### src/sv/wcfr_pkg.sv
// Shared types and constants of the weighted checksum frame receiver.
// Used by every module of the block except wcfr_ram; depends on nothing else.
package wcfr_pkg;

	localparam int MAX_PAYLOAD = 31;
	localparam int LEN_W = 5;
	localparam int SUM_W = 16;
	localparam logic [LEN_W-1:0] MAX_LEN_RESET = 5'd31;

	localparam logic FUNC_BYTE = 1'b0;
	localparam logic FUNC_GAP = 1'b1;

	typedef enum logic [1:0] {
		ST_OK = 2'd0,
		ST_LENERR = 2'd1,
		ST_SUMERR = 2'd2,
		ST_GAPERR = 2'd3
	} status_t;

	typedef enum logic [2:0] {
		PH_LEN,
		PH_PAYLOAD,
		PH_SUM_HI,
		PH_SUM_LO,
		PH_DISCARD
	} phase_t;

	typedef enum logic [1:0] {
		BK_IDLE,
		BK_READ,
		BK_DATA
	} back_state_t;

	typedef struct packed {
		logic func;
		logic [7:0] rx_byte;
	} in_item_t;

	typedef struct packed {
		status_t status;
		logic [7:0] data_byte;
		logic [LEN_W-1:0] byte_index;
		logic [LEN_W-1:0] frame_len;
		logic has_data;
		logic last;
	} result_t;

	// Work handed from the front to the back: either one status result or
	// the release of a verified, buffered payload.
	typedef struct packed {
		logic release_frame;
		status_t status;
		logic [LEN_W-1:0] frame_len;
	} cmd_t;

	// Payload store write port driven by the front.
	typedef struct packed {
		logic en;
		logic [LEN_W-1:0] addr;
		logic [7:0] data;
	} store_wr_t;

endpackage

### src/sv/weighted_checksum_frame_receiver_top.sv
// Top level of the weighted checksum frame receiver.
// Depends on wcfr_pkg, wcfr_front, wcfr_cmdq, wcfr_back and wcfr_ram.
//
// Frames arrive as a length byte, that many payload bytes and a 16-bit
// checksum (high byte first) equal to the sum of every byte times its
// 1-based position, length byte at position one. The front takes one input
// item per clock cycle while full is low and passes each verdict through a
// short command queue to the back. Errors and empty frames come out as a
// single status result in the output register; a verified frame comes out
// as a burst of payload results, each byte read through the payload store's
// registered read port and then loaded into the output register. The front
// holds off (full high) while the command queue is full, and on the first
// payload byte of a new frame until the previous frame's burst has been
// read out of the store. Configuration writes are always taken.
module weighted_checksum_frame_receiver_top #(
	parameter int CMDQ_DEPTH = 4
) (
	input logic clk,
	input logic arst_n,
	input logic push,
	output logic full,
	input wcfr_pkg::in_item_t item,
	input logic cfg_valid,
	output logic cfg_ready,
	input logic [wcfr_pkg::LEN_W-1:0] cfg_data,
	output logic empty,
	input logic pop,
	output wcfr_pkg::result_t result
);

	logic cmdq_full;
	logic cmdq_empty;
	logic cmd_push;
	logic cmd_pop;
	wcfr_pkg::cmd_t cmd;
	wcfr_pkg::cmd_t head;
	wcfr_pkg::store_wr_t store_wr;
	logic release_done;
	logic ram_ren;
	logic [wcfr_pkg::LEN_W-1:0] ram_raddr;
	logic [7:0] ram_rdata;

	wcfr_front u_front (
		.clk(clk),
		.arst_n(arst_n),
		.push(push),
		.item(item),
		.full(full),
		.cfg_valid(cfg_valid),
		.cfg_ready(cfg_ready),
		.cfg_data(cfg_data),
		.cmdq_full(cmdq_full),
		.cmd_push(cmd_push),
		.cmd(cmd),
		.store_wr(store_wr),
		.release_done(release_done)
	);

	wcfr_cmdq #(
		.DEPTH(CMDQ_DEPTH)
	) u_cmdq (
		.clk(clk),
		.arst_n(arst_n),
		.wr_en(cmd_push),
		.wr_cmd(cmd),
		.full(cmdq_full),
		.rd_en(cmd_pop),
		.head(head),
		.empty(cmdq_empty)
	);

	wcfr_ram #(
		.WIDTH(8),
		.DEPTH(wcfr_pkg::MAX_PAYLOAD)
	) u_store (
		.clk(clk),
		.wen(store_wr.en),
		.waddr(store_wr.addr),
		.wdata(store_wr.data),
		.ren(ram_ren),
		.raddr(ram_raddr),
		.rdata(ram_rdata)
	);

	wcfr_back u_back (
		.clk(clk),
		.arst_n(arst_n),
		.head(head),
		.cmdq_empty(cmdq_empty),
		.cmd_pop(cmd_pop),
		.ram_ren(ram_ren),
		.ram_raddr(ram_raddr),
		.ram_rdata(ram_rdata),
		.release_done(release_done),
		.result(result),
		.empty(empty),
		.pop(pop)
	);

endmodule

### src/sv/wcfr_ram.sv
// Generic single-write, single-read RAM with a registered read port.
// Self-contained; no package needed.
module wcfr_ram #(
	parameter int WIDTH = 8,
	parameter int DEPTH = 32
) (
	input logic clk,
	input logic wen,
	input logic [$clog2(DEPTH)-1:0] waddr,
	input logic [WIDTH-1:0] wdata,
	input logic ren,
	input logic [$clog2(DEPTH)-1:0] raddr,
	output logic [WIDTH-1:0] rdata
);

	logic [WIDTH-1:0] mem_q [DEPTH];

	always_ff @(posedge clk) begin
		if (wen) begin
			mem_q[waddr] <= wdata;
		end
		if (ren) begin
			rdata <= mem_q[raddr];
		end
	end

endmodule

### src/sv/wcfr_cmdq.sv
// Short first-word-fall-through queue of commands between front and back.
// Depends on wcfr_pkg for the command type.
module wcfr_cmdq #(
	parameter int DEPTH = 4
) (
	input logic clk,
	input logic arst_n,
	input logic wr_en,
	input wcfr_pkg::cmd_t wr_cmd,
	output logic full,
	input logic rd_en,
	output wcfr_pkg::cmd_t head,
	output logic empty
);

	localparam int PW = $clog2(DEPTH);
	localparam int CW = $clog2(DEPTH + 1);

	wcfr_pkg::cmd_t entry_q [DEPTH];
	logic [PW-1:0] wr_ptr_q;
	logic [PW-1:0] rd_ptr_q;
	logic [CW-1:0] count_q;
	logic do_wr;
	logic do_rd;

	assign full = (count_q == CW'(DEPTH));
	assign empty = (count_q == '0);
	assign head = entry_q[rd_ptr_q];
	assign do_wr = wr_en && !full;
	assign do_rd = rd_en && !empty;

	always_ff @(posedge clk) begin
		if (do_wr) begin
			entry_q[wr_ptr_q] <= wr_cmd;
		end
	end

	always_ff @(posedge clk or negedge arst_n) begin
		if (!arst_n) begin
			wr_ptr_q <= '0;
			rd_ptr_q <= '0;
			count_q <= '0;
		end else begin
			if (do_wr) begin
				wr_ptr_q <= (wr_ptr_q == PW'(DEPTH - 1)) ? '0 : wr_ptr_q + 1'b1;
			end
			if (do_rd) begin
				rd_ptr_q <= (rd_ptr_q == PW'(DEPTH - 1)) ? '0 : rd_ptr_q + 1'b1;
			end
			if (do_wr && !do_rd) begin
				count_q <= count_q + 1'b1;
			end else if (do_rd && !do_wr) begin
				count_q <= count_q - 1'b1;
			end
		end
	end

endmodule

### src/sv/wcfr_front.sv
// Front of the receiver: frame state machine, checksum, payload buffering.
// Depends on wcfr_pkg; feeds the command queue and the payload store.
module wcfr_front (
	input logic clk,
	input logic arst_n,
	input logic push,
	input wcfr_pkg::in_item_t item,
	output logic full,
	input logic cfg_valid,
	output logic cfg_ready,
	input logic [wcfr_pkg::LEN_W-1:0] cfg_data,
	input logic cmdq_full,
	output logic cmd_push,
	output wcfr_pkg::cmd_t cmd,
	output wcfr_pkg::store_wr_t store_wr,
	input logic release_done
);

	wcfr_pkg::phase_t phase_q;
	wcfr_pkg::phase_t phase_d;
	logic [wcfr_pkg::LEN_W-1:0] max_len_q;
	logic [wcfr_pkg::LEN_W-1:0] exp_len_q;
	logic [wcfr_pkg::LEN_W-1:0] count_q;
	logic [wcfr_pkg::SUM_W-1:0] sum_q;
	logic busy_q;

	logic accept;
	logic is_gap;
	logic [7:0] b;
	logic len_bad;
	logic [5:0] weight;
	logic [13:0] prod;
	logic [wcfr_pkg::SUM_W-1:0] sum_next;
	logic [wcfr_pkg::LEN_W:0] count_next;
	logic payload_done;
	logic hi_ok;
	logic lo_ok;
	logic release_set;

	assign cfg_ready = 1'b1;

	// A new payload byte would overwrite the store, so the front waits while
	// the previous frame is still being released.
	assign full = cmdq_full || (phase_q == wcfr_pkg::PH_PAYLOAD && busy_q);
	assign accept = push && !full;
	assign is_gap = (item.func == wcfr_pkg::FUNC_GAP);
	assign b = item.rx_byte;

	assign len_bad = (b > 8'(wcfr_pkg::MAX_PAYLOAD)) || (b > {3'b000, max_len_q});
	assign weight = {1'b0, count_q} + 6'd2;
	assign prod = {8'd0, weight} * {6'd0, b};
	assign sum_next = sum_q + {2'b00, prod};
	assign count_next = {1'b0, count_q} + 6'd1;
	assign payload_done = (count_next >= {1'b0, exp_len_q});
	assign hi_ok = (b == sum_q[15:8]);
	assign lo_ok = (b == sum_q[7:0]);

	always_comb begin
		phase_d = phase_q;
		if (accept) begin
			if (is_gap) begin
				phase_d = wcfr_pkg::PH_LEN;
			end else begin
				unique case (phase_q)
					wcfr_pkg::PH_LEN: begin
						if (!len_bad) begin
							phase_d = (b == 8'd0) ? wcfr_pkg::PH_SUM_HI : wcfr_pkg::PH_PAYLOAD;
						end
					end
					wcfr_pkg::PH_PAYLOAD: begin
						if (payload_done) begin
							phase_d = wcfr_pkg::PH_SUM_HI;
						end
					end
					wcfr_pkg::PH_SUM_HI: begin
						phase_d = hi_ok ? wcfr_pkg::PH_SUM_LO : wcfr_pkg::PH_LEN;
					end
					wcfr_pkg::PH_SUM_LO: begin
						phase_d = lo_ok ? wcfr_pkg::PH_DISCARD : wcfr_pkg::PH_LEN;
					end
					wcfr_pkg::PH_DISCARD: begin
						phase_d = wcfr_pkg::PH_DISCARD;
					end
					default: begin
						phase_d = wcfr_pkg::PH_LEN;
					end
				endcase
			end
		end
	end

	always_comb begin
		cmd_push = 1'b0;
		cmd.release_frame = 1'b0;
		cmd.status = wcfr_pkg::ST_OK;
		cmd.frame_len = exp_len_q;
		store_wr.en = 1'b0;
		store_wr.addr = count_q;
		store_wr.data = b;
		release_set = 1'b0;
		if (accept) begin
			if (is_gap) begin
				if (phase_q == wcfr_pkg::PH_PAYLOAD || phase_q == wcfr_pkg::PH_SUM_HI ||
					phase_q == wcfr_pkg::PH_SUM_LO) begin
					cmd_push = 1'b1;
					cmd.status = wcfr_pkg::ST_GAPERR;
				end
			end else begin
				unique case (phase_q)
					wcfr_pkg::PH_LEN: begin
						if (len_bad) begin
							cmd_push = 1'b1;
							cmd.status = wcfr_pkg::ST_LENERR;
							cmd.frame_len = '0;
						end
					end
					wcfr_pkg::PH_PAYLOAD: begin
						store_wr.en = 1'b1;
					end
					wcfr_pkg::PH_SUM_HI: begin
						if (!hi_ok) begin
							cmd_push = 1'b1;
							cmd.status = wcfr_pkg::ST_SUMERR;
						end
					end
					wcfr_pkg::PH_SUM_LO: begin
						cmd_push = 1'b1;
						if (!lo_ok) begin
							cmd.status = wcfr_pkg::ST_SUMERR;
						end else if (exp_len_q != '0) begin
							cmd.release_frame = 1'b1;
							release_set = 1'b1;
						end
					end
					wcfr_pkg::PH_DISCARD: begin
						cmd_push = 1'b0;
					end
					default: begin
						cmd_push = 1'b0;
					end
				endcase
			end
		end
	end

	always_ff @(posedge clk or negedge arst_n) begin
		if (!arst_n) begin
			phase_q <= wcfr_pkg::PH_LEN;
			max_len_q <= wcfr_pkg::MAX_LEN_RESET;
			exp_len_q <= '0;
			count_q <= '0;
			sum_q <= '0;
			busy_q <= 1'b0;
		end else begin
			phase_q <= phase_d;
			busy_q <= (busy_q && !release_done) || release_set;
			if (cfg_valid && cfg_ready) begin
				max_len_q <= cfg_data;
			end
			if (accept && !is_gap) begin
				if (phase_q == wcfr_pkg::PH_LEN && !len_bad) begin
					exp_len_q <= b[wcfr_pkg::LEN_W-1:0];
					count_q <= '0;
					sum_q <= {8'd0, b};
				end else if (phase_q == wcfr_pkg::PH_PAYLOAD) begin
					count_q <= count_next[wcfr_pkg::LEN_W-1:0];
					sum_q <= sum_next;
				end
			end
		end
	end

endmodule

### src/sv/wcfr_back.sv
// Back of the receiver: turns commands into results, reading released
// payload from the store. Depends on wcfr_pkg.
module wcfr_back (
	input logic clk,
	input logic arst_n,
	input wcfr_pkg::cmd_t head,
	input logic cmdq_empty,
	output logic cmd_pop,
	output logic ram_ren,
	output logic [wcfr_pkg::LEN_W-1:0] ram_raddr,
	input logic [7:0] ram_rdata,
	output logic release_done,
	output wcfr_pkg::result_t result,
	output logic empty,
	input logic pop
);

	wcfr_pkg::back_state_t state_q;
	wcfr_pkg::back_state_t state_d;
	logic [wcfr_pkg::LEN_W-1:0] idx_q;
	logic [wcfr_pkg::LEN_W-1:0] len_q;
	logic out_valid_q;
	wcfr_pkg::result_t out_q;

	logic out_free;
	logic last_byte;
	logic load_out;
	logic start_release;
	wcfr_pkg::result_t out_d;

	// The output register frees up in the same cycle its item is taken.
	assign out_free = !out_valid_q || pop;
	assign last_byte = (idx_q == len_q - 1'b1);
	assign empty = !out_valid_q;
	assign result = out_q;
	assign ram_raddr = idx_q;

	always_comb begin
		state_d = state_q;
		unique case (state_q)
			wcfr_pkg::BK_IDLE: begin
				if (!cmdq_empty && head.release_frame) begin
					state_d = wcfr_pkg::BK_READ;
				end
			end
			wcfr_pkg::BK_READ: begin
				state_d = wcfr_pkg::BK_DATA;
			end
			wcfr_pkg::BK_DATA: begin
				if (out_free) begin
					state_d = last_byte ? wcfr_pkg::BK_IDLE : wcfr_pkg::BK_READ;
				end
			end
			default: begin
				state_d = wcfr_pkg::BK_IDLE;
			end
		endcase
	end

	always_comb begin
		cmd_pop = 1'b0;
		ram_ren = 1'b0;
		load_out = 1'b0;
		start_release = 1'b0;
		release_done = 1'b0;
		out_d.status = wcfr_pkg::ST_OK;
		out_d.data_byte = ram_rdata;
		out_d.byte_index = idx_q;
		out_d.frame_len = len_q;
		out_d.has_data = 1'b1;
		out_d.last = last_byte;
		unique case (state_q)
			wcfr_pkg::BK_IDLE: begin
				if (!cmdq_empty) begin
					if (head.release_frame) begin
						cmd_pop = 1'b1;
						start_release = 1'b1;
					end else if (out_free) begin
						cmd_pop = 1'b1;
						load_out = 1'b1;
						out_d.status = head.status;
						out_d.data_byte = '0;
						out_d.byte_index = '0;
						out_d.frame_len = head.frame_len;
						out_d.has_data = 1'b0;
						out_d.last = 1'b1;
					end
				end
			end
			wcfr_pkg::BK_READ: begin
				ram_ren = 1'b1;
			end
			wcfr_pkg::BK_DATA: begin
				if (out_free) begin
					load_out = 1'b1;
					release_done = last_byte;
				end
			end
			default: begin
				cmd_pop = 1'b0;
			end
		endcase
	end

	always_ff @(posedge clk) begin
		if (load_out) begin
			out_q <= out_d;
		end
	end

	always_ff @(posedge clk or negedge arst_n) begin
		if (!arst_n) begin
			state_q <= wcfr_pkg::BK_IDLE;
			idx_q <= '0;
			len_q <= '0;
			out_valid_q <= 1'b0;
		end else begin
			state_q <= state_d;
			if (start_release) begin
				idx_q <= '0;
				len_q <= head.frame_len;
			end else if (state_q == wcfr_pkg::BK_DATA && out_free && !last_byte) begin
				idx_q <= idx_q + 1'b1;
			end
			if (load_out) begin
				out_valid_q <= 1'b1;
			end else if (pop) begin
				out_valid_q <= 1'b0;
			end
		end
	end

endmodule
### config.mk
export PLATFORM = sky130hd
export DESIGN_NAME = weighted_checksum_frame_receiver_top
export DESIGN_NICKNAME = d
export VERILOG_FILES = /design/src/sv/wcfr_pkg.sv /design/src/sv/weighted_checksum_frame_receiver_top.sv /design/src/sv/wcfr_ram.sv /design/src/sv/wcfr_cmdq.sv /design/src/sv/wcfr_front.sv /design/src/sv/wcfr_back.sv
export SDC_FILE = /design/constraint.sdc
export NUM_CORES = 1
export LEC_CHECK = 0
export BUFFER_PORTS_ARGS = -buffer_cell sky130_fd_sc_hd__buf_2
export CAP_MARGIN = 10
export CORE_MARGIN = 10
export CORE_UTILIZATION = 60
export DETAILED_ROUTE_END_ITERATION = 10
export PLACE_DENSITY = 0.77
export RECOVER_POWER = 50
export SLEW_MARGIN = 0
export SYNTH_ARGS = -nofsm -noshare
export SYNTH_HDL_FRONTEND = slang
export SYNTH_SLANG_ARGS = --single-unit
### constraint.sdc
create_clock -name clk -period 13.92 [get_ports clk]
set_clock_uncertainty 0.05 [all_clocks]
set_input_delay 2.088 -clock clk [delete_from_list [all_inputs] [get_ports clk]]
set_output_delay 2.088 -clock clk [all_outputs]
set_load 0.1 [all_outputs]
* After elaboration in Yosys (flattened, before gate mapping) *
Memory sizes are Yosys's and may differ from the RTL's. A register that Yosys moved wholly into a read port is not among the register bits.
Index checks and enable logic that the tools add are counted.

word-level totals
  memory bits (writable) = 280
  logic and storage cells = 162
  memories kept = 2
  bits in registers = 77

memory list
  memory          words  width  read ports  clocked after memory_dff  write ports  line             source
  u_store.mem_q   31     8      1           1                         1            wcfr_ram.sv:16   logic [WIDTH-1:0] mem_q [DEPTH];
  u_cmdq.entry_q  4      8      1           0                         1            wcfr_cmdq.sv:19  wcfr_pkg::cmd_t entry_q [DEPTH];

operators by class
  $mul = 1
  add/subtract/negate cells = 9
  multiplexer cells = 67
  eq/ne operators = 16
  bitwise gates (word level) = 2
  reductions and logical operators = 43
  order comparisons = 3

operators by type and width
  cell                   number
  $mux W20               4
  $mux W1                32
  $mux W16               2
  $mux W5                6
  $mux W2                10
  $mux W3                6
  $add A16 B14 Y16       1
  $eq A8 B8 Y1           2
  $pmux W3 S5            1
  $mul A6 B8 Y14         1
  $logic_and A1 B1 Y1    12
  $pmux W2 S3            2
  $logic_not A1 Y1       10
  $gt A8 B5 Y1           1
  $gt A8 B5 Y1 const B   1
  $logic_not A8 Y1       1
  $mux W8                1
  $reduce_bool A2 Y1     4
  $add A5 B1 Y6 const B  1
  $add A5 B2 Y6 const B  1
  $eq A2 B2 Y1 const B   3
  $eq A3 B2 Y1 const B   2
  $eq A3 B3 Y1 const B   2
  $ge A6 B5 Y1           1
  23 further kinds       34

* Depth between registers and ports, before layout *
Gate-level depths: netlist of the first run.

  word-level depth = 11
  mapped depth = 19
  gate-level depth less buffers = 18

* Modules after synthesis *
From an unflattened synthesis of the first run, not the netlist that was laid out.

second synthesis, totals
  cell total of the unflattened synthesis = 1,279
  area, all modules = 17,818.3 sq um

by module, submodules not included
  module      instances  area each (sq um)  cells an instance
  wcfr_ram    1          10,188.5           561
  wcfr_front  1          4,396.7            513
  wcfr_cmdq   1          1,620.3            79
  wcfr_back   1          1,612.8            126

* Worst setup path after synthesis of the first run *
OpenSTA, ideal clock, no wires.

  path kind = input -> register
  from = input port item[3] in the netlist's numbering
  to = register u_front.sum_q[13] in the netlist's numbering
  setup slack = 7,590 ps
  arrival time = 6,145 ps
  cell stages on the path = 17
  setup time = 135 ps
  path buffers = 1
  path through = clkbuf_1 > and2_1 > fa_1 > inv_1 > fa_1 > inv_1 > fa_1 > inv_1 > fa_1 > inv_1 > ha_1 > a2111oi_0 > o21ai_0 > a31oi_1 > mux2i_1 > xnor2_1 > o21ai_0

on the way
  word-level cells in the longest chain between the ends = 6
  elaborated cells between the ends (all ways) = 11
  classes of those cells = 1 x add/sub; 1 x mul; 2 x order compare; 2 x mux; 5 x reduce/logical

ends and longest elaborated chain
  element                                                                   line                                        source
  start, declared                                                           weighted_checksum_frame_receiver_top.sv:22  input wcfr_pkg::in_item_t item,
  parallel branches: the longest is 6 deep, another holds $add A16 B14 Y16  n/a
  end signal, assigned                                                      wcfr_front.sv:164                           sum_q <= {8'd0, b};
  end signal, assigned                                                      wcfr_front.sv:167                           sum_q <= sum_next;
  end, declared                                                             wcfr_front.sv:24                            logic [wcfr_pkg::SUM_W-1:0] sum_q;

Several ways; the timed one is not identified. The select of a mux whose other input is x is not followed.
A chain may end at the register's enable or synchronous reset.

* Worst setup path in the final report of the first run *
  from = input port item[4] in the netlist's numbering
  to = register u_front.sum_q[13] in the netlist's numbering

Same word-level chain as after synthesis.

==> out/results.ini, run 1 <==
[run_status]
status = finished, violations left
violations = max-capacitance violations, max-slew violations

[finish]
layout-drive-gt1-share = 0.148
syn2layout_area_growth_pct = 9.61
layout.cell_area.non_filler_mm2 = 0.0189
final_cell_count_no_fill = 1589
nNetsFinal = 1286
n_antenna_cell = 0

[sta]
post-route-min-period_ps = 7470
hold_viol_final = 0
max_clock_freq_ghz = 0.134
max-slew-margin-rel = -1.72
portion_of_the_clock_cycle_consumed_by_the_worst_path_in_the_final_layout = 0.537
finish_stage_setup_viols = 0
rsz0062_at_grt = no
slew_viol_final = 445
timing.setup.tns_ps = 0
worst_pin_slew_ps = 4080

[floorplan]
die_h_um = 190
floorplan.rows = 62
die_area_mm2 = 0.0359
top_level_ports = 44
coreArea_mm2 = 0.0285
die_x_um = 190
initial_core_util = 0.604

[pwr]
combPwrFrac = 0.380
leakagePower_nw = 6.90
power.switching_w = 0.00147
power.sequential.fraction = 0.370
sw_frac_of_total = 0.373
powerDensity_mw_per_mm2 = 208
share_clk_of_total_power = 0.250
ir_worst_vdd_v = 0.000103
power.internal_w = 0.00247

[synth]
ys_types = 58
postSynthRegisterBits = 365
synth_top_area_share = 0.539
synth.most_common_cell = sky130_fd_sc_hd__edfxtp_1
postSynth.asyncResetShare = 0.151
syn-instance-count = 1142
synth_area_per_cell_um2 = 15.1
ys.warnings.count = 0
synth_common_cells = sky130_fd_sc_hd__edfxtp_1, sky130_fd_sc_hd__inv_1, sky130_fd_sc_hd__mux4_2
synth.largest_area_cell = sky130_fd_sc_hd__edfxtp_1
yosysSeqAreaShare = 0.620
postSynth.topFlopCell = sky130_fd_sc_hd__edfxtp_1
syn_nets = 1252
syn_area_mm2 = 0.0173
synth_area_leaders = sky130_fd_sc_hd__edfxtp_1, sky130_fd_sc_hd__mux4_2, sky130_fd_sc_hd__dfrtp_1
synth_enable_flop_cells = 310

[cts]
cts_repair_resize_count = 0
insertion_delay_ps = 530
numCtsBuffers = 37
cts.root.buffer_cell = sky130_fd_sc_hd__clkbuf_16
h-tree-depth = 2
cts.path.max_buffers = 3
clk_pin_slew_ps = 60
cts_hold_buf = 0
tritoncts_clock_tree = done
postCtsSetupBuffers = 0
cts_num_sinks = 365

[flow_run]
max_cap_viol_count = 10

[critical_path]
critical-path-top-cell-by-count = sky130_fd_sc_hd__fa_1
start_kind = input port
endpoint_kind = register
arrival_ps = 7800
r2r_setup_slack_ps = 7710
crit_path_cell_trace = buf_2 > clkbuf_1 > and2_1 > fa_1 > fa_1 > fa_1 > inv_1 > fa_1 > inv_1 > ha_1 > a2111oi_0 > o21ai_0 > a31oi_1 > mux2i_1 > xnor2_1 > o21ai_0
kind_of_critical_path = in -> reg
critical-path-slowest-cell = sky130_fd_sc_hd__clkbuf_1
critical_path_peak_fanout = 43
crit_path_max_incr_delay_ps = 1470
timing.critical_path.buf_inv = 4
worst-endpoint-required_ps = 14240
critPathTopFamily = adder cells

[min_path]
worst_hold_path_type = reg -> reg

[placed_design]
place_congestion = 0.825
io_buffer_count = 42
post-dp-hpwl_um = 22100
post_dp_cell_area_mm2 = 0.0178
placedCellCount = 1521

[global_route]
global_route.overflow_total = 0
grt_first_pass_wirelength_um = 56600
groute.usage.overall = 0.203
initial_antenna_violation_count = 2
grt_pass1_vias = 9884
grt_start_max_net_pins = 56

[route]
via_count = 9624
detail_route.vias_per_cell = 6.06
detail_route.drc_violations = 0
firstDrtPassIters = 5
route.final.wire_length_um = 35900
drt_iter0_drc = 854
postRouteAntennaNets = 0
routed_wire_length_per_instance_um = 22.6

[cell type report]
| cell class | count | area, um^2 |
|---|---|---|
| inverter | 100 | 375 |
| tap | 384 | 480 |
| clock inverter | 25 | 243 |
| fill | 1955 | 9630 |
| multi-input combinational | 622 | 5940 |
| clock buffer | 43 | 970 |
| timing repair buffer | 50 | 219 |
| sequential | 365 | 10700 |
[stage by stage]
| stage | hold slack, ps | worst slack, ps | power [W] | util |
|---|---|---|---|---|
| floorplan | 405 | 7590 | 0.00266 | - |
| global placement | 419 | 7040 | 0.00293 | 0.622 |
| global route | 472 | 6070 | 0.00418 | 0.663 |
| CTS | 459 | 7410 | 0.00396 | 0.665 |
| detailed placement | 446 | 6890 | 0.00297 | 0.622 |
| finish | 459 | 6450 | 0.00394 | 0.663 |
[final timing paths]
path	from	endpoint	depth (start not counted)
worst min-delay path	u_cmdq.count_q[2]$_DFFE_PN0P_	u_cmdq.count_q[2]$_DFFE_PN0P_	1
worst max-delay path	item[4]	u_front.sum_q[13]$_DFFE_PN0P_	16
worst min register to register	u_cmdq.count_q[2]$_DFFE_PN0P_	u_cmdq.count_q[2]$_DFFE_PN0P_	1
min in group asynchronous	arst_n	u_front.sum_q[12]$_DFFE_PN0P_	2
worst max register to register	u_back.ram_raddr[0]$_DFFE_PN0P_	u_store.rdata[1]$_DFFE_PN_	4
max in group asynchronous	arst_n	u_back.ram_raddr[1]$_DFFE_PN0P_	2
[flip-flops by register name, indices dropped and copies added (netlist names), 2 cells and up]
signal,cells
u_front.phase_q,3
u_front.max_len_q,5
u_front.count_q,5
u_cmdq.count_q,3
u_store.mem_q,248
u_cmdq.wr_ptr_q,2
u_cmdq.entry_q,32
u_cmdq.rd_ptr_q,2
u_back.ram_raddr,5
u_front.sum_q,16
u_store.rdata,8
u_back.result,22
u_back.len_q,5
u_back.state_q,2
u_front.exp_len_q,5
[cell usage in the layout (no fill, tap or decap), drive strengths merged, types with 37 or more instances in the layout]
master and instances:
and2 48, clkbuf 76, dfrtp 50, edfxtp 310, fa 37, ha 54, inv 100, mux4 80
nand2 79, nor2 55, o21ai 44
[routing by layer]
layer,track usage,part of all wire,vias to the layer above
li1,-,-,4277
met1,0.281,0.42,4902
met2,0.330,0.48,376
met3,0.0339,0.071,67
met4,0.0562,0.022,2
met5,0,0.00036,-
[cells by family after synthesis]
family,count (synthesis),synth area share
simple gates,267,0.0760
xor+xnor,38,0.0193
compound gates,107,0.0384
mux,118,0.128
other cells,1,0.000217
buf+inv,155,0.0365
flops,365,0.620
fa+ha+maj,91,0.0821
[power by group through the flow]
stage / sequential [W] / combinational [W] / clock [W]
detailed placement: 0.00148 / 0.00149 / 0
global route: 0.00147 / 0.00167 / 0.00104
floorplan: 0.00165 / 0.00100 / 0
finish: 0.00146 / 0.00150 / 0.000987
global placement: 0.00147 / 0.00146 / 0
CTS: 0.00146 / 0.00151 / 0.000998
Note: power is estimated with default switching activity, not from simulation.
==> run 2, diff against run 1 <==
==> constraint.sdc (replaced) <==
create_clock -name clk -period 7.2 [get_ports clk]
set_clock_uncertainty 0.05 [all_clocks]
set_input_delay 1.08 -clock clk [delete_from_list [all_inputs] [get_ports clk]]
set_output_delay 1.08 -clock clk [all_outputs]
set_load 0.1 [all_outputs]
==> run 2 against run 1 <==
  * The run still ends with max-capacitance violations, max-slew violations left
  * Non-clock buffer count grew 5
  * Final area decreased by 0.24%
  * Core utilization down 0.16 points
  * Via count decreased by 1.1%
  * Hold slack gained 2.6 ps
  * Die area is the same
==> out/results.ini, run 2 (synthesis gave the netlist of run 1 again) <==
[critical_path]
reg2reg_capture_point = u_front.sum_q[13]$_DFFE_PN0P_  ; was u_store.rdata[1]$_DFFE_PN_
endpoint_kind = register  ; unchanged
rr_startpoint = u_front.count_q[2]$_DFFE_PN0P_  ; was u_back.ram_raddr[0]$_DFFE_PN0P_
kind_of_critical_path = in -> reg  ; unchanged
start_kind = input port  ; unchanged
crit_path_cell_trace = clkbuf_1 > and2_1 > fa_1 > fa_1 > fa_1 > inv_1 > fa_1 > inv_1 > ha_1 > a2111oi_0 > o21ai_0 > a31oi_1 > mux2i_1 > xnor2_1 > o21ai_0  ; was buf_2 > clkbuf_1 > and2_1 > fa_1 > fa_1 > fa_1 > inv_1 > fa_1 > inv_1 > ha_1 > a2111oi_0 > o21ai_0 > a31oi_1 > mux2i_1 > xnor2_1 > o21ai_0
crit_path_max_incr_delay_ps = 1390  ; was 1470 ps
critical-path-top-cell-by-count = sky130_fd_sc_hd__fa_1  ; unchanged
critical-path-slowest-cell = sky130_fd_sc_hd__clkbuf_1  ; unchanged
critical_path_peak_fanout = 43  ; unchanged
arrival_ps = 6610  ; was 7800 ps
worst-endpoint-required_ps = 7530  ; was 14,240 ps
reg2regPathDepth = 16  ; was 4
r2r_setup_slack_ps = 1450  ; was 7710 ps

[cts]
numCtsBuffers = 38  ; was 37
cts_hold_buf = 0  ; unchanged
cts_num_sinks = 365  ; unchanged
cts_repair_resize_count = 0  ; unchanged
insertion_delay_ps = 520  ; was 530 ps
h-tree-depth = 2  ; unchanged
tritoncts_clock_tree = done  ; unchanged
cts.path.max_buffers = 3  ; unchanged
cts.root.buffer_cell = sky130_fd_sc_hd__clkbuf_16  ; unchanged
clk_pin_slew_ps = 60  ; about the same
postCtsSetupBuffers = 0  ; unchanged

[placed_design]
post-dp-hpwl_um = 22600  ; was 22,100 um
place_congestion = 0.829  ; was 0.825
io_buffer_count = 42  ; unchanged
place_ws_ps = 1230  ; was 6890 ps

[route]
postRouteAntennaNets = 0  ; unchanged
routed_wire_length_per_instance_um = 21.9  ; was 22.6 um
route.final.wire_length_um = 34800  ; was 35,900 um
detail_route.drc_violations = 0  ; unchanged
detail_route.vias_per_cell = 5.98  ; was 6.06
via_count = 9519  ; was 9,624
drt_iter0_drc = 1024  ; was 854
firstDrtPassIters = 5  ; unchanged

[finish]
n_antenna_cell = 0  ; unchanged
layout-drive-gt1-share = 0.146  ; was 0.148
nNetsFinal = 1292  ; was 1,286
nFillCells = 2002  ; was 1,955
register_with_the_most_flip_flops = u_store.mem_q  ; unchanged
syn2layout_area_growth_pct = 9.35  ; was 9.61%
highest_count_cells_in_the_layout_ignoring_fill_and_taps = sky130_fd_sc_hd__edfxtp_1, sky130_fd_sc_hd__inv_1, sky130_fd_sc_hd__mux4_2, sky130_fd_sc_hd__nand2_1, sky130_fd_sc_hd__nor2_1  ; unchanged
most_common_cell_after_layout_fill_and_taps_aside = sky130_fd_sc_hd__edfxtp_1  ; unchanged
largest_register_ff_count = 248  ; unchanged

[floorplan]
top_level_ports = 44  ; unchanged
die_area_mm2 = 0.0359  ; unchanged
coreArea_mm2 = 0.0285  ; unchanged
die_h_um = 190  ; unchanged
initial_core_util = 0.604  ; unchanged
die_x_um = 190  ; unchanged
floorplan.rows = 62  ; unchanged

[sta]
max-slew-margin-rel = -1.13  ; was -1.72
portion_of_the_clock_cycle_consumed_by_the_worst_path_in_the_final_layout = 0.872
worst_pin_slew_ps = 3190  ; was 4080 ps
post-route-worst-setup-slack_ps = 919  ; was 6450 ps
slew_viol_final = 140  ; was 445
hold_viol_final = 0  ; unchanged
finish_stage_setup_viols = 0  ; unchanged
timing.setup.tns_ps = 0  ; unchanged
max_clock_freq_ghz = 0.159
post-route-min-period_ps = 6280
rsz0062_at_grt = no  ; unchanged

[global_route]
grt_pass1_vias = 9813  ; was 9,884
grt_start_max_net_pins = 78  ; was 56
initial_antenna_violation_count = 0  ; was 2
groute.usage.overall = 0.198  ; was 0.203
grt_first_pass_wirelength_um = 55900  ; was 56,600 um
global_route.overflow_total = 0  ; unchanged

[min_path]
hold_path_end = u_cmdq.count_q[2]$_DFFE_PN0P_  ; unchanged
worst_hold_path_type = reg -> reg  ; unchanged
worstHoldPathCells = 1  ; unchanged
hold_start = u_cmdq.count_q[2]$_DFFE_PN0P_  ; unchanged

[run_status]
status = finished, violations left  ; unchanged
violations = max-capacitance violations, max-slew violations  ; unchanged

[pwr]
powerDensity_mw_per_mm2 = 395  ; was 208 mW/mm^2
ir_worst_vdd_v = 0.000222  ; was 0.000103 V
leakagePower_nw = 6.87  ; was 6.90 nW

[flow_run]
max_cap_viol_count = 3  ; was 10

[run 2: per-stage QoR]
stage / hold WS (ps) / instance area [um^2] / power (W) / std cells / utilization
after floorplan: 405 / 17300 / 0.00514 / 1142 / -
after global placement: 427 / 17800 / 0.00564 / 1526 / 0.623
after detailed placement: 434 / 17800 / 0.00570 / 1526 / 0.623
after CTS: 453 / 18900 / 0.00752 / 1593 / 0.663
after global routing: 475 / 18900 / 0.00792 / 1593 / 0.661
final: 462 / 18900 / 0.00746 / 1593 / 0.661
[run 2: cell type report]
| type | count | area (um^2) | share of cell area |
|---|---|---|---|
| tap | 384 | 480 | 0.0255 |
| clock inverter | 24 | 175 | 0.00928 |
| clock buffer | 43 | 970 | 0.0514 |
| multi-input combinational | 622 | 5940 | 0.315 |
| sequential | 365 | 10700 | 0.567 |
| timing repair buffer | 55 | 238 | 0.0126 |
| inverter | 100 | 375 | 0.0199 |
[run 2: worst max-delay path by stage]
stage                                         from                             to
global route                               item[3]  u_front.sum_q[13]$_DFFE_PN0P_
detailed placement                         item[3]  u_front.sum_q[13]$_DFFE_PN0P_
global placement                           item[3]  u_front.sum_q[13]$_DFFE_PN0P_
floorplan                                  item[3]  u_front.sum_q[13]$_DFFE_PN0P_
finish                                     item[3]  u_front.sum_q[13]$_DFFE_PN0P_
CTS                 u_front.count_q[2]$_DFFE_PN0P_  u_front.sum_q[13]$_DFFE_PN0P_
[run 2: routing by layer]
metal,share of wire,global-route usage,vias to the layer above
met5,0,0,-
met3,0.071,0.0370,40
met4,0.014,0.0427,0
li1,-,-,4283
met1,0.42,0.272,4855
met2,0.49,0.326,341
[run 2: power breakdown]
group / switching, W / internal (W) / leakage, nW
logic: 0.00180 / 0.00104 / 2.81
clock network: 0.000796 / 0.00101 / 0.551
registers: 0.000216 / 0.00260 / 3.51
[run 2: worst max-delay path: cells and delay by family]
family,cells,cell delay (ps)
AOI/OAI and AO/OA,4,1010
xor gates and xnor gates,1,140
adders and majority gates,5,2280
buffers and inverters,3,1480
muxes,1,280
and+or+nand+nor,1,320
==> run 3, diff against run 2 <==
--- a/config.mk
+++ b/config.mk
@@ -5,6 +5,7 @@
 export SDC_FILE = /design/constraint.sdc
 export NUM_CORES = 1
 export LEC_CHECK = 0
+export ABC_AREA = 1
 export BUFFER_PORTS_ARGS = -buffer_cell sky130_fd_sc_hd__buf_2
 export CAP_MARGIN = 10
 export CORE_MARGIN = 10
==> run 3 against run 2 <==
  * The flow still finishes with violations (max-capacitance violations, max-slew violations)
  * First-iteration DRC count grew 36%
  * Hold slack lost 2.3 ps
  * Largest cell class unchanged
  * Largest power group unchanged
  * Total power grew 28%
  * Critical endpoint is now u_front.sum_q[10]$_DFFE_PN0P_
==> out/results.ini, run 3 <==
[floorplan]
die_x_um = 192  ; was 190 um
initial_core_util = 0.613  ; was 0.604
top_level_ports = 44  ; unchanged
coreArea_mm2 = 0.0290  ; was 0.0285 mm^2
die_h_um = 192  ; was 190 um
floorplan.rows = 62  ; unchanged
die_area_mm2 = 0.0369  ; was 0.0359 mm^2

[cts]
cts_num_sinks = 365  ; unchanged
h-tree-depth = 2  ; unchanged
tritoncts_clock_tree = done  ; unchanged
insertion_delay_ps = 530  ; was 520 ps
cts.path.max_buffers = 3  ; unchanged
postCtsSetupBuffers = 0  ; unchanged
cts_hold_buf = 0  ; unchanged
numCtsBuffers = 37  ; was 38
clk_pin_slew_ps = 60  ; about the same
cts.root.buffer_cell = sky130_fd_sc_hd__clkbuf_16  ; unchanged
cts_repair_resize_count = 0  ; unchanged

[route]
detail_route.drc_violations = 0  ; unchanged
drt_iter0_drc = 1397  ; was 1,024
via_count = 12500  ; was 9,519
postRouteAntennaNets = 0  ; unchanged
firstDrtPassIters = 5  ; unchanged
route.final.wire_length_um = 40400  ; was 34,800 um
detail_route.vias_per_cell = 5.85  ; was 5.98
routed_wire_length_per_instance_um = 18.9  ; was 21.9 um

[synth]
syn_area_mm2 = 0.0178  ; was 0.0173 mm^2
postSynth.asyncResetShare = 0.151  ; unchanged
postSynth.topFlopCell = sky130_fd_sc_hd__edfxtp_1  ; unchanged
synth_common_cells = sky130_fd_sc_hd__edfxtp_1, sky130_fd_sc_hd__nand2_1, sky130_fd_sc_hd__nor2_1  ; was sky130_fd_sc_hd__edfxtp_1, sky130_fd_sc_hd__inv_1, sky130_fd_sc_hd__mux4_2
syn_nets = 1813  ; was 1,252
synth_top_area_share = 0.523  ; was 0.539
ys.warnings.count = 0  ; unchanged
ys_types = 44  ; was 58
synth.largest_area_cell = sky130_fd_sc_hd__edfxtp_1  ; unchanged
postSynthRegisterBits = 365  ; unchanged
synth_area_leaders = sky130_fd_sc_hd__edfxtp_1, sky130_fd_sc_hd__dfrtp_1, sky130_fd_sc_hd__nand2_1  ; was sky130_fd_sc_hd__edfxtp_1, sky130_fd_sc_hd__mux4_2, sky130_fd_sc_hd__dfrtp_1
synth_area_per_cell_um2 = 10.4  ; was 15.1 um^2
yosysSeqAreaShare = 0.601  ; was 0.620
synth_enable_flop_cells = 310  ; unchanged
syn-instance-count = 1703  ; was 1,142
synth.most_common_cell = sky130_fd_sc_hd__edfxtp_1  ; unchanged

[finish]
layout-drive-gt1-share = 0.0612  ; was 0.146
nNetsFinal = 1833  ; was 1,292
utilization = 0.665  ; was 0.661
highest_count_cells_in_the_layout_ignoring_fill_and_taps = sky130_fd_sc_hd__edfxtp_1, sky130_fd_sc_hd__nand2_1, sky130_fd_sc_hd__nor2_1, sky130_fd_sc_hd__inv_1, sky130_fd_sc_hd__o21ai_0  ; was sky130_fd_sc_hd__edfxtp_1, sky130_fd_sc_hd__inv_1, sky130_fd_sc_hd__mux4_2, sky130_fd_sc_hd__nand2_1, sky130_fd_sc_hd__nor2_1
layout.cell_area.non_filler_mm2 = 0.0193  ; was 0.0189 mm^2
largest_register_ff_count = 248  ; unchanged
most_common_cell_after_layout_fill_and_taps_aside = sky130_fd_sc_hd__edfxtp_1  ; unchanged
register_with_the_most_flip_flops = u_store.mem_q  ; unchanged
syn2layout_area_growth_pct = 8.41  ; was 9.35%

[min_path]
worst_hold_path_type = reg -> reg  ; unchanged

[critical_path]
start_kind = input port  ; unchanged
worst-endpoint-required_ps = 7540  ; was 7530 ps
arrival_ps = 6530  ; was 6610 ps
critical_path_peak_fanout = 36  ; was 43
endpoint_kind = register  ; unchanged
crit_path_max_incr_delay_ps = 1230  ; was 1390 ps
kind_of_critical_path = in -> reg  ; unchanged
critical-path-top-cell-by-count = sky130_fd_sc_hd__inv_1  ; was sky130_fd_sc_hd__fa_1
critical-path-slowest-cell = sky130_fd_sc_hd__clkbuf_1  ; unchanged
crit_path_cell_trace = clkbuf_1 > clkinv_1 > nor2_1 > ha_1 > inv_1 > fa_1 > inv_1 > fa_1 > inv_1 > fa_1 > inv_1 > ha_1 > a21oi_1 > o21ai_0 > nand2_1 > nand3_1 > or2_2 > nand3_1 > o21ai_0  ; was clkbuf_1 > and2_1 > fa_1 > fa_1 > fa_1 > inv_1 > fa_1 > inv_1 > ha_1 > a2111oi_0 > o21ai_0 > a31oi_1 > mux2i_1 > xnor2_1 > o21ai_0

[sta]
timing.setup.tns_ps = 0  ; unchanged
portion_of_the_clock_cycle_consumed_by_the_worst_path_in_the_final_layout = 0.861  ; was 0.872
hold_viol_final = 0  ; unchanged
post-route-min-period_ps = 6200  ; was 6280 ps
rsz0062_at_grt = no  ; unchanged
worst_pin_slew_ps = 3270  ; was 3190 ps
max-slew-margin-rel = -1.18  ; was -1.13
max_clock_freq_ghz = 0.161  ; was 0.159 GHz
hold-worst-slack_ps = 459  ; was 462 ps
finish_stage_setup_viols = 0  ; unchanged
slew_viol_final = 170  ; was 140

[placed_design]
post-dp-hpwl_um = 26200  ; was 22,600 um
post_dp_cell_area_mm2 = 0.0182  ; was 0.0178 mm^2
place_congestion = 0.912  ; was 0.829
io_buffer_count = 42  ; unchanged

[pwr]
power.switching_w = 0.00432  ; was 0.00281 W
power.internal_w = 0.00521  ; was 0.00465 W
ir_worst_vdd_v = 0.000525  ; was 0.000222 V
leakagePower_nw = 7.75  ; was 6.87 nW
sw_frac_of_total = 0.453  ; was 0.376
share_clk_of_total_power = 0.190  ; was 0.242
powerDensity_mw_per_mm2 = 494  ; was 395 mW/mm^2
power.sequential.fraction = 0.299  ; was 0.377
combPwrFrac = 0.511  ; was 0.381

[run_status]
violations = max-capacitance violations, max-slew violations  ; unchanged
status = finished, violations left  ; unchanged

[global_route]
grt_start_max_net_pins = 82  ; was 78
global_route.overflow_total = 0  ; unchanged
grt_first_pass_wirelength_um = 63800  ; was 55,900 um
grt_pass1_vias = 12000  ; was 9,813
initial_antenna_violation_count = 1  ; was 0
groute.usage.overall = 0.219  ; was 0.198

[flow_run]
max_cap_viol_count = 4  ; was 3

[run 3: changes by cell type after synthesis, moves of 14 or more]
cell,previous run,this run
sky130_fd_sc_hd__nor2_1,55,252
sky130_fd_sc_hd__mux2i_1,17,0
sky130_fd_sc_hd__and2_1,48,0
sky130_fd_sc_hd__o221ai_1,0,15
sky130_fd_sc_hd__o211ai_1,4,18
sky130_fd_sc_hd__mux2_2,21,2
sky130_fd_sc_hd__o22ai_1,2,42
sky130_fd_sc_hd__buf_2,14,30
sky130_fd_sc_hd__inv_1,99,187
sky130_fd_sc_hd__nand2_1,79,281
sky130_fd_sc_hd__mux4_2,80,0
sky130_fd_sc_hd__o21ai_0,43,161
sky130_fd_sc_hd__a21oi_1,17,36
sky130_fd_sc_hd__nand3_1,20,76
[run 3: final timing paths]
check                                                  from                          endpoint  slack (ps)  cells past startpoint
max                                                 item[0]     u_front.sum_q[10]$_DFFE_PN0P_        1000                     19
max reg2reg                  u_front.count_q[1]$_DFFE_PN0P_     u_front.sum_q[10]$_DFFE_PN0P_        1690                     21
min reg2reg                u_front.exp_len_q[1]$_DFFE_PN0P_  u_front.exp_len_q[1]$_DFFE_PN0P_         460                      2
min                        u_front.exp_len_q[1]$_DFFE_PN0P_  u_front.exp_len_q[1]$_DFFE_PN0P_         460                      2
max in group asynchronous                            arst_n   u_back.ram_raddr[0]$_DFFE_PN0P_        3140                      2
min in group asynchronous                            arst_n    u_cmdq.rd_ptr_q[1]$_DFFE_PN0P_        1690                      2
[run 3: power groups by stage]
stage          sequential, W  clock, W  combinational (W)
2_1_floorplan        0.00325         0            0.00341
3_3_place_gp         0.00287         0            0.00470
3_5_place_dp         0.00288         0            0.00482
4_1_cts              0.00284   0.00183            0.00485
5_1_grt              0.00287   0.00191            0.00549
6_report             0.00285   0.00181            0.00487
[run 3: kinds of logic after synthesis]
group                    synth area share
AND/OR/NAND/NOR                     0.152
flip-flops                          0.601
AO/OA/AOI/OAI                      0.0918
buffers and inverters              0.0623
adder cells (fa/ha/maj)            0.0796
XOR/XNOR                           0.0118
multiplexers                      0.00127
other                            0.000211
[run 3: routing by layer]
layer / track usage / wire length [um]
met1: 0.292 / 16100
met2: 0.362 / 20000
met3: 0.0334 / 3400
met4: 0.0695 / 979
met5: 0 / 0
[run 3: worst max-delay path: cells and delay by family]
family	cells	cell delay [ps]
buf+inv	6	2130
fa+ha+maj	5	2050
compound gates	3	510
simple gates	5	730
[run 3: cell type report]
type | instances | area (um^2)
repair buffers | 53 | 231
inverters | 201 | 754
clock buffers | 47 | 1010
diodes | 1 | 2.50
flip-flops and latches | 365 | 10700
well taps | 384 | 480
clock inverters | 18 | 131
fillers | 2175 | 9720
multi-input cells | 1065 | 5980
[run 3: per-stage QoR]
stage          setup slack (ps)  instances  power [W]
6_report                   1000       2134    0.00953
5_1_grt                     684       2133     0.0103
4_1_cts                    1770       2133    0.00952
3_5_place_dp               1460       2068    0.00770
3_3_place_gp               1540       2068    0.00757
2_1_floorplan              2250       1703    0.00666
